===== config.mk =====
export PLATFORM = sky130hd
export DESIGN_NAME = dlm_fpu
export DESIGN_NICKNAME = d
export VERILOG_FILES = /design/src/rtl/dlm_pkg.sv /design/src/rtl/dlm_fpu.sv
export SDC_FILE = /design/constraint.sdc
export NUM_CORES = 2
export LEC_CHECK = 0
export BUFFER_PORTS_ARGS = -buffer_cell sky130_fd_sc_hd__clkbuf_2
export CORE_UTILIZATION = 45
export DETAILED_ROUTE_END_ITERATION = 12
export HOLD_SLACK_MARGIN = 0.12
export PLACE_DENSITY = 0.65
export SYNTH_ARGS = -nofsm -noshare
export SYNTH_HDL_FRONTEND = slang
export SYNTH_SLANG_ARGS = --single-unit

===== constraint.sdc =====
create_clock -name clk -period 11.41 [get_ports clk]
set_clock_uncertainty 0.1 [all_clocks]
set_input_delay 1.141 -clock clk [delete_from_list [all_inputs] [get_ports clk]]
set_output_delay 1.141 -clock clk [all_outputs]
set_load 0.005 [all_outputs]

===== src/rtl/dlm_pkg.sv =====
`default_nettype none

package dlm_pkg;

    // default sizes of the stores
    localparam int OUT_MAX_DEF = 64;
    localparam int IN_MAX_DEF  = 512;

    // field and register widths
    localparam int OP_W    = 2;
    localparam int ROW_W   = 6;
    localparam int COL_W   = 9;
    localparam int WORD_W  = 32;
    localparam int IN_CNT_W  = 10;
    localparam int OUT_CNT_W = 7;
    localparam int CFG_IDX_W = 1;
    localparam int CFG_DAT_W = 10;

    // reset values of the count registers
    localparam logic [IN_CNT_W-1:0]  IN_CNT_RST  = 10'd512;
    localparam logic [OUT_CNT_W-1:0] OUT_CNT_RST = 7'd64;

    // register indexes
    localparam logic [CFG_IDX_W-1:0] REG_INPUT_COUNT  = 1'b0;
    localparam logic [CFG_IDX_W-1:0] REG_OUTPUT_COUNT = 1'b1;

    // input word operation codes
    typedef enum logic [OP_W-1:0] {
        OP_WEIGHT = 2'd0,
        OP_BIAS   = 2'd1,
        OP_ACT    = 2'd2
    } op_t;

    // float unit operation
    typedef enum logic {
        FOP_MUL = 1'b0,
        FOP_ADD = 1'b1
    } fop_t;

    // sequencer states
    typedef enum logic [3:0] {
        ST_IDLE,
        ST_BIAS,
        ST_BIAS_WAIT,
        ST_READ,
        ST_MUL,
        ST_MUL_WAIT,
        ST_ADD,
        ST_ADD_WAIT,
        ST_ACC,
        ST_OUT
    } state_t;

    // store write strobes
    typedef struct packed {
        logic weight;
        logic bias;
        logic act;
    } wr_sel_t;

    // default quiet nan for invalid operations
    localparam logic [WORD_W-1:0] QNAN_DEF = 32'hFFC0_0000;

endpackage

`default_nettype wire


===== src/rtl/dlm_fpu.sv =====
`default_nettype none

module dlm_fpu (
    input  wire                           clk,
    input  dlm_pkg::fop_t                 op,
    input  wire [dlm_pkg::WORD_W-1:0]     a,
    input  wire [dlm_pkg::WORD_W-1:0]     b,
    output logic [dlm_pkg::WORD_W-1:0]    res
);

    // normalize, then round to nearest even; value is m * 2^(e - 127 - 47)
    function automatic logic [31:0] round_pack(input logic s, input logic signed [11:0] e,
                                               input logic [47:0] m);
        logic [5:0]         lz;
        logic               found;
        logic [47:0]        mn;
        logic signed [11:0] en;
        logic signed [11:0] sub_gap;
        logic [6:0]         sh;
        logic [95:0]        wide;
        logic               st;
        logic [23:0]        m24;
        logic               up;
        logic [24:0]        r25;
        logic [23:0]        mant;
        logic [31:0]        r;
        lz = 6'd0;
        found = 1'b0;
        for (int k = 47; k >= 0; k--)
        begin
            if (!found && m[k])
            begin
                found = 1'b1;
                lz = 6'(47 - k);
            end
        end
        mn = m << lz;
        en = e - $signed({6'd0, lz});
        st = 1'b0;
        // subnormal range
        if (en < 12'sd1)
        begin
            sub_gap = 12'sd1 - en;
            if (sub_gap > 12'sd49)
            begin
                sh = 7'd49;
            end
            else
            begin
                sh = 7'(sub_gap);
            end
            wide = {mn, 48'd0} >> sh;
            mn = wide[95:48];
            st = |wide[47:0];
            en = 12'sd1;
        end
        m24 = mn[47:24];
        up = mn[23] & (st | (|mn[22:0]) | m24[0]);
        r25 = {1'b0, m24} + {24'd0, up};
        if (r25[24])
        begin
            en = en + 12'sd1;
            mant = r25[24:1];
        end
        else
        begin
            mant = r25[23:0];
        end
        if (en > 12'sd254)
        begin
            r = {s, 8'hFF, 23'd0};
        end
        else
        begin
            r = {s, (mant[23] ? en[7:0] : 8'h00), mant[22:0]};
        end
        return r;
    endfunction

    logic        sa, sb;
    logic [7:0]  ea, eb;
    logic [7:0]  ea_n, eb_n;
    logic [23:0] ma, mb;
    logic        a_nan, b_nan, a_inf, b_inf, a_zero, b_zero;
    logic [7:0]  e_big, e_small, d;
    logic [23:0] m_big, m_small;
    logic        s_big;
    logic [53:0] sm_wide;
    logic [26:0] sm_al;
    logic [27:0] sum;

    logic                       spec_next;
    logic [31:0]                spec_val_next;
    logic                       sign_next;
    logic signed [11:0]         exp_next;
    logic [47:0]                mant_next;

    logic                       spec_reg;
    logic [31:0]                spec_val_reg;
    logic                       sign_reg;
    logic signed [11:0]         exp_reg;
    logic [47:0]                mant_reg;

    // operand unpack
    always_comb
    begin
        sa = a[31];
        sb = b[31];
        ea = a[30:23];
        eb = b[30:23];
        ea_n = (ea == 8'd0) ? 8'd1 : ea;
        eb_n = (eb == 8'd0) ? 8'd1 : eb;
        ma = {ea != 8'd0, a[22:0]};
        mb = {eb != 8'd0, b[22:0]};
        a_nan = (ea == 8'hFF) && (a[22:0] != 23'd0);
        b_nan = (eb == 8'hFF) && (b[22:0] != 23'd0);
        a_inf = (ea == 8'hFF) && (a[22:0] == 23'd0);
        b_inf = (eb == 8'hFF) && (b[22:0] == 23'd0);
        a_zero = (a[30:0] == 31'd0);
        b_zero = (b[30:0] == 31'd0);
    end

    // alignment for the adder
    always_comb
    begin
        if (a[30:0] >= b[30:0])
        begin
            s_big = sa;
            e_big = ea_n;
            e_small = eb_n;
            m_big = ma;
            m_small = mb;
        end
        else
        begin
            s_big = sb;
            e_big = eb_n;
            e_small = ea_n;
            m_big = mb;
            m_small = ma;
        end
        d = e_big - e_small;
        sm_wide = {m_small, 3'd0, 27'd0} >> d;
        sm_al = {sm_wide[53:28], sm_wide[27] | (|sm_wide[26:0])};
        if (sa == sb)
        begin
            sum = {1'b0, m_big, 3'd0} + {1'b0, sm_al};
        end
        else
        begin
            sum = {1'b0, m_big, 3'd0} - {1'b0, sm_al};
        end
    end

    // first stage: specials, product or aligned sum
    always_comb
    begin
        spec_next = 1'b0;
        spec_val_next = 32'd0;
        sign_next = 1'b0;
        exp_next = 12'sd0;
        mant_next = 48'd0;
        unique case (op)
            dlm_pkg::FOP_MUL:
            begin
                sign_next = sa ^ sb;
                exp_next = $signed({4'd0, ea_n}) + $signed({4'd0, eb_n}) - 12'sd126;
                mant_next = ma * mb;
                spec_next = 1'b1;
                if (a_nan)
                begin
                    spec_val_next = a | 32'h0040_0000;
                end
                else if (b_nan)
                begin
                    spec_val_next = b | 32'h0040_0000;
                end
                else if ((a_inf && b_zero) || (b_inf && a_zero))
                begin
                    spec_val_next = dlm_pkg::QNAN_DEF;
                end
                else if (a_inf || b_inf)
                begin
                    spec_val_next = {sa ^ sb, 8'hFF, 23'd0};
                end
                else if (a_zero || b_zero)
                begin
                    spec_val_next = {sa ^ sb, 31'd0};
                end
                else
                begin
                    spec_next = 1'b0;
                end
            end
            dlm_pkg::FOP_ADD:
            begin
                sign_next = s_big;
                exp_next = $signed({4'd0, e_big}) + 12'sd1;
                mant_next = {sum, 20'd0};
                spec_next = 1'b1;
                if (a_nan)
                begin
                    spec_val_next = a | 32'h0040_0000;
                end
                else if (b_nan)
                begin
                    spec_val_next = b | 32'h0040_0000;
                end
                else if (a_inf && b_inf && (sa != sb))
                begin
                    spec_val_next = dlm_pkg::QNAN_DEF;
                end
                else if (a_inf)
                begin
                    spec_val_next = a;
                end
                else if (b_inf)
                begin
                    spec_val_next = b;
                end
                else if (sum == 28'd0)
                begin
                    spec_val_next = {sa & sb, 31'd0};
                end
                else
                begin
                    spec_next = 1'b0;
                end
            end
            default:
            begin
                spec_next = 1'b0;
            end
        endcase
    end

    // stage registers
    always_ff @(posedge clk)
    begin
        spec_reg <= spec_next;
        spec_val_reg <= spec_val_next;
        sign_reg <= sign_next;
        exp_reg <= exp_next;
        mant_reg <= mant_next;
    end

    // second stage: normalize and round
    always_ff @(posedge clk)
    begin
        if (spec_reg)
        begin
            res <= spec_val_reg;
        end
        else
        begin
            res <= round_pack(sign_reg, exp_reg, mant_reg);
        end
    end

endmodule

`default_nettype wire


# After elaboration in Yosys (flattened, before gate mapping)
# Index checks and enable logic that the tools add are counted.
totals:
  regBits: 126
  inputBits: 66
  output_inout_bits: 32
  elab_cells: 347
classes:
  addsub: 10
  multipliers: 1
  n_lt_le_gt_ge: 4
  n_eq_ne: 4
  n_shift: 3
  n_mux: 193
  bitwise: 7
  n_reduce_logical: 119
ops:
  columns: ["cell", "count"]
  rows:
  - ["32-bit 2-to-1 mux", 12]
  - ["6-bit 2-to-1 mux", 47]
  - ["1-bit 2-to-1 mux", 109]
  - ["24-bit 2-to-1 mux", 4]
  - ["48-bit 2-to-1 mux", 2]
  - ["48-bit one-hot mux with 2 select lines", 1]
  - ["96-bit by 7-bit right shift with 96-bit output", 1]
  - ["32-bit one-hot mux with 2 select lines", 1]
  - ["31-bit logical NOT", 2]
  - ["1-bit logical AND", 55]
  - ["54-bit by 8-bit right shift with 54-bit output", 1]
  - ["24-bit by 24-bit multiplier with 48-bit output", 1]
  - ["12-bit 2-to-1 mux", 4]
  - ["48-bit OR reduction", 1]
  - ["48-bit by 6-bit << shifter with 48-bit output", 1]
  - ["1-bit logical NOT", 47]
  - ["23-bit logical NOT", 2]
  - ["23-bit nonzero test", 2]
  - ["8-bit 2-to-1 mux", 5]
  - ["31-bit greater-or-equal comparator", 1]
  - ["31-bit 2-to-1 mux", 1]
  - ["27-bit by 27-bit adder with 28-bit output", 1]
  - ["28-bit logical NOT", 1]
  - ["28-bit 2-to-1 mux", 1]
  - ["27 further kinds", 38]

# Logic depth before layout (Yosys ltp)
logic_depth:
  depth_word: 209
  mapped_depth: 50
  mapped_depth_nobuf: 42

# Least setup slack after synthesis
# OpenSTA, ideal clock, no wires.
synth_path:
  path_kind: "register to register"
  startpoint: "register mant_reg[38]"
  endpoint: "register res[11] in the netlist's numbering"
  setup_time_ns: 0.129
  arrival_time_ns: 10.620
  required_ns: 11.181
  slack_ns: 0.561
  path_stages_with_launch: 44
  path_buffers: 10
  period_less_slack_ns: 10.849
  cell_sequence: "dfxtp_1 -> buf_2 -> nor4_2 -> nand4_1 -> or4_4 -> nand2b_1 -> or2_1 -> o41a_1 -> buf_2 -> o21ai_2 -> inv_4 -> buf_2 -> buf_2 -> buf_2 -> ha_1 -> fa_1 -> xor2_1 -> inv_1 -> [... 8 more ...] -> clkbuf_1 -> and2_1 -> a211oi_1 -> a21oi_1 -> a21oi_1 -> a211oi_1 -> o32ai_1 -> nor2b_1 -> ha_1 -> o31ai_1 -> or4b_1 -> or3_1 -> buf_6 -> nor4_4 -> o21bai_2 -> nor4_4 -> buf_4 -> o41ai_2"
synth_between:
  elab_chain_cells: 174
  elab_cells_between_ends: 222
  cone_classes: "add/sub: 4; order compare: 3; shift: 2; mux: 131; bitwise: 3; reduce/logical: 79"
synth_rtl:
  columns: ["item", "line_no", "source"]
  rows:
  - ["start, declared", "dlm_fpu.sv:102", "logic [47:0] mant_reg;"]
  - ["start signal, assigned", "dlm_fpu.sv:244", "mant_reg <= mant_next;"]
  - ["1-bit logical AND", "dlm_fpu.sv:31", "if (!found && m[k])"]
  - ["1-bit 2-to-1 mux", "dlm_fpu.sv:31", null]
  - ["1-bit 2-to-1 mux", "dlm_fpu.sv:250", "if (spec_reg)"]
  - ["1-bit logical NOT", "dlm_fpu.sv:31", null]
  - ["1-bit logical AND", "dlm_fpu.sv:31", null]
  - ["1-bit 2-to-1 mux", "dlm_fpu.sv:31", null]
  - ["1-bit 2-to-1 mux", "dlm_fpu.sv:250", null]
  - ["1-bit logical NOT", "dlm_fpu.sv:31", null]
  - ["[... 157 more ...]", null, null]
  - ["1-bit OR (2 in series)", "dlm_fpu.sv:58", "up = mn[23] & (st | (|mn[22:0]) | m24[0]);"]
  - ["1-bit AND", "dlm_fpu.sv:58", null]
  - ["24-bit by 1-bit adder with 25-bit output", "dlm_fpu.sv:59", "r25 = {1'b0, m24} + {24'd0, up};"]
  - ["12-bit 2-to-1 mux", "dlm_fpu.sv:60", "if (r25[24])"]
  - ["12-bit 2-to-1 mux", "dlm_fpu.sv:250", null]
  - ["12-bit by 9-bit greater-than comparator with 1-bit output", "dlm_fpu.sv:69", "if (en > 12'sd254)"]
  - ["31-bit 2-to-1 mux *", "dlm_fpu.sv:69", null]
  - ["32-bit 2-to-1 mux *", "dlm_fpu.sv:250", null]
  - ["end signal, assigned", "dlm_fpu.sv:252", "res <= spec_val_reg;"]
  - ["end signal, assigned", "dlm_fpu.sv:256", "res <= round_pack(sign_reg, exp_reg, mant_reg);"]
  - ["end, declared", "dlm_fpu.sv:8", "output logic [dlm_pkg::WORD_W-1:0] res"]
# Every way passes the cells marked *; elsewhere a longest branch is shown, timed or not. The select of a mux whose other input is x is not followed.

# Worst setup path after layout
layout_path:
  startpoint: "register mant_reg[46]"
  endpoint: "register res[28] in the netlist's numbering"
layout_between:
  elab_chain_cells: 206
  elab_cells_between_ends: 263
  cone_classes: "add/sub: 4; order compare: 3; shift: 2; mux: 156; bitwise: 3; reduce/logical: 95"
layout_rtl:
  columns: ["item", "line_no"]
  rows:
  - ["1-bit logical AND", "dlm_fpu.sv:31"]
  - ["1-bit 2-to-1 mux", "dlm_fpu.sv:31"]
  - ["1-bit 2-to-1 mux", "dlm_fpu.sv:250"]
  - ["1-bit logical NOT", "dlm_fpu.sv:31"]
  - ["1-bit logical AND", "dlm_fpu.sv:31"]
  - ["1-bit 2-to-1 mux", "dlm_fpu.sv:31"]
  - ["1-bit 2-to-1 mux", "dlm_fpu.sv:250"]
  - ["1-bit logical NOT", "dlm_fpu.sv:31"]
  - ["[... 189 more ...]", null]
  - ["1-bit OR (2 in series)", "dlm_fpu.sv:58"]
  - ["1-bit AND", "dlm_fpu.sv:58"]
  - ["24-bit by 1-bit adder with 25-bit output", "dlm_fpu.sv:59"]
  - ["12-bit 2-to-1 mux or 24-bit 2-to-1 mux (tied branches)", "dlm_fpu.sv:60"]
  - ["12-bit 2-to-1 mux or 24-bit 2-to-1 mux (tied branches)", "dlm_fpu.sv:250"]
  - ["12-bit by 9-bit greater-than comparator with 1-bit output or 8-bit 2-to-1 mux (tied branches)", "dlm_fpu.sv:69, dlm_fpu.sv:75"]
  - ["31-bit 2-to-1 mux *", "dlm_fpu.sv:69"]
  - ["32-bit 2-to-1 mux *", "dlm_fpu.sv:250"]
# Marks and branches as above.

==> flow_summary.toml <==
[floorplanning]
io_pins = 98
core.rowCount = 107
core_sq_um = 85400
die_area_sq_um = 87700
die_w_um = 296
initial_core_util = 0.456
die_h_um = 296

[timing]
fin_tns_setup_ps = 0
period_minus_slack_ps = 10800
slew-limit-headroom = 0.249
setup_viol = 0
rsz0062_at_grt = "false"
setup_ws_ps = 606
worst_pin_slew_ps = 1120
slew_violations = 0
max_freq_mhz = 92.6
hold_violations = 0
fin_crit_sh = 0.947

[grt]
grt_overflow = 0
grt_max_degree = 75
grt_util_all_layers = 0.328
grt_pass1_vias = 36500
grt_first_pass_wirelength_um = 219000
antenna_found_initial = 5

[synth]
syn_nets = 5793
netlist_area_sq_um = 38900
synth_edf_count = 0
avgSynthCellArea_sq_um = 7.88
ys_dominant_reg_cell = "dfxtp_1"
ys_seq_area_frac = 0.0638
ys_types = 104
async_flop_share = 0
netlist_instances = 4938
ys_ff_latch = 124
synth_warnings = 0
synth_top_area_frac = 0.250
yosys.area.top_type = "fa_1"
yosys-top-cells-area = "fa_1 25%, ha_1 9.8%, mux2i_1 6.5%"

[finish]
final_common_cell = "inv_1"
fin_util = 0.485
final_cell_mix = "652 x inv_1, 637 x nand2_1, 484 x fa_1"
final_nets = 5727
layout.cells.non_filler = 6032
fill_cells = 8602
syn_to_final_growth_pct = 6.41
largest_register_ffs = 48
drive_gt1_frac = 0.0958

[placed_design]
pre_cts_ws_ps = 574
gp_congestion = 1.03
place_hpwl_um = 114000
placed_cells = 5996
port_buffers = 97

[worst_setup_path]
cp-start-kind = "register"
cp.required_ps = 11630
worst-r2r-setup-slack_ps = 610
r2r-end = "res[28]"
reg2reg_from = "mant_reg[46]"
cp_max_fo = 31
crit_arrival_ps = 11020
end_kind = "register"
crit_path_start = "mant_reg[46]"
critPathSlowestCell = "fa_2"
r2r_cells = 34
endpoint = "res[28]"
max_stage_delay_ps = 770
crit_type = "register to register"

[clock_tree]
numCtsBuffers = 17
path_clk_slew_ps = 60
cts.sinks = 124
cts_root_buf = "clkbuf_16"
cts_tree = "built"
clk_path_buf_depth = 2
clk-insertion-delay-late_ps = 430
htreeDepth = 4

[status]
status = "completed"

[drt]
antenna_left = 0
dr_total_vias = 36900
route.met3.wl_um = 11400
routedWlPerCell_um = 24.0
routedLengthMet1_um = 58900
top_layer = "met5"
wirelength_um = 144000
vias_per_cell = 6.12
wl_met2_um = 67100
drc = 0
drt_iter0_drc = 3419
firstDrtPassIters = 6

[min_path]
hold_class = "register to register"
hold_depth = 2

[run]
maxCapViolCount = 0
==> worst min path at each step <==
stage,startpoint,to,slack (ps)
final,spec_val_reg[15],res[15],330
after global routing,spec_val_reg[15],res[15],350
after CTS,spec_val_reg[15],res[15],330
after detailed placement,spec_val_reg[15],res[15],320
after global placement,spec_val_reg[15],res[15],320
after floorplan,spec_val_reg[0],res[0],300
==> kinds of logic (layout without fill, tap and decap cells) <==
group	Yosys count	count (layout)	synth area share
DFF	124	124	0.0638
buffers and inverters	994	940	0.0990
muxes	338	338	0.0961
other	0	3	0
adders and majority gates	789	789	0.347
and+or+nand+nor	1666	1666	0.206
AOI/OAI and AO/OA	927	928	0.165
xor gates and xnor gates	100	100	0.0225
==> cell usage after synthesis, types with 59 or more instances <==
library cell	instances
nor2_1	311
nand3_1	90
inv_1	652
clkbuf_1	280
nand2_1	637
nor3_1	100
o211ai_1	73
mux2i_1	254
dfxtp_1	124
mux2_2	59
and2_1	215
a21oi_1	215
fa_1	485
o21ai_0	161
xnor2_1	68
ha_1	304
==> through the flow <==
stage | hold slack (ps) | instance area (sq um)
global route | 349 | 41400
CTS | 332 | 41400
finish | 329 | 41400
global placement | 322 | 40700
detailed placement | 321 | 40700
floorplan | 300 | 38900
==> cell type report <==
type / count / area, sq um / area share
well taps: 1144 / 1430 / 0.0346
inverters: 658 / 2470 / 0.0597
clock inverters: 15 / 200 / 0.00483
multi-input cells: 3821 / 32800 / 0.791
clock buffers: 17 / 425 / 0.0103
diodes: 3 / 7.51 / 0.000181
flip-flops and latches: 124 / 2480 / 0.0599
repair buffers: 250 / 1630 / 0.0395
==> what timing repair did <==
item / CTS / global route
hold buffers: 0 / 0
setup buffers: 0 / 0
gates resized for setup: 0 / 6
setup endpoints to repair: 0 / 5
==> per-layer routing <==
layer | global-route usage | vias up
li1 | - | 16600
met1 | 0.419 | 18200
met2 | 0.545 | 1755
met3 | 0.0499 | 391
met4 | 0.149 | 6
met5 | 0 | -
==> critical path, delay by kind of cell, from the launching register on <==
family                   cells  cell delay, ps
AND/OR/NAND/NOR             12            4310
AO/OA/AOI/OAI               13            3690
adder cells (fa/ha/maj)      3            1180
buffers and inverters        4             660
multiplexers                 2             370
flip-flops                   1             350
Power is left out: the tool's default activity adds up to more than one toggle a clock period on the data nets, which glitch-free logic cannot reach.
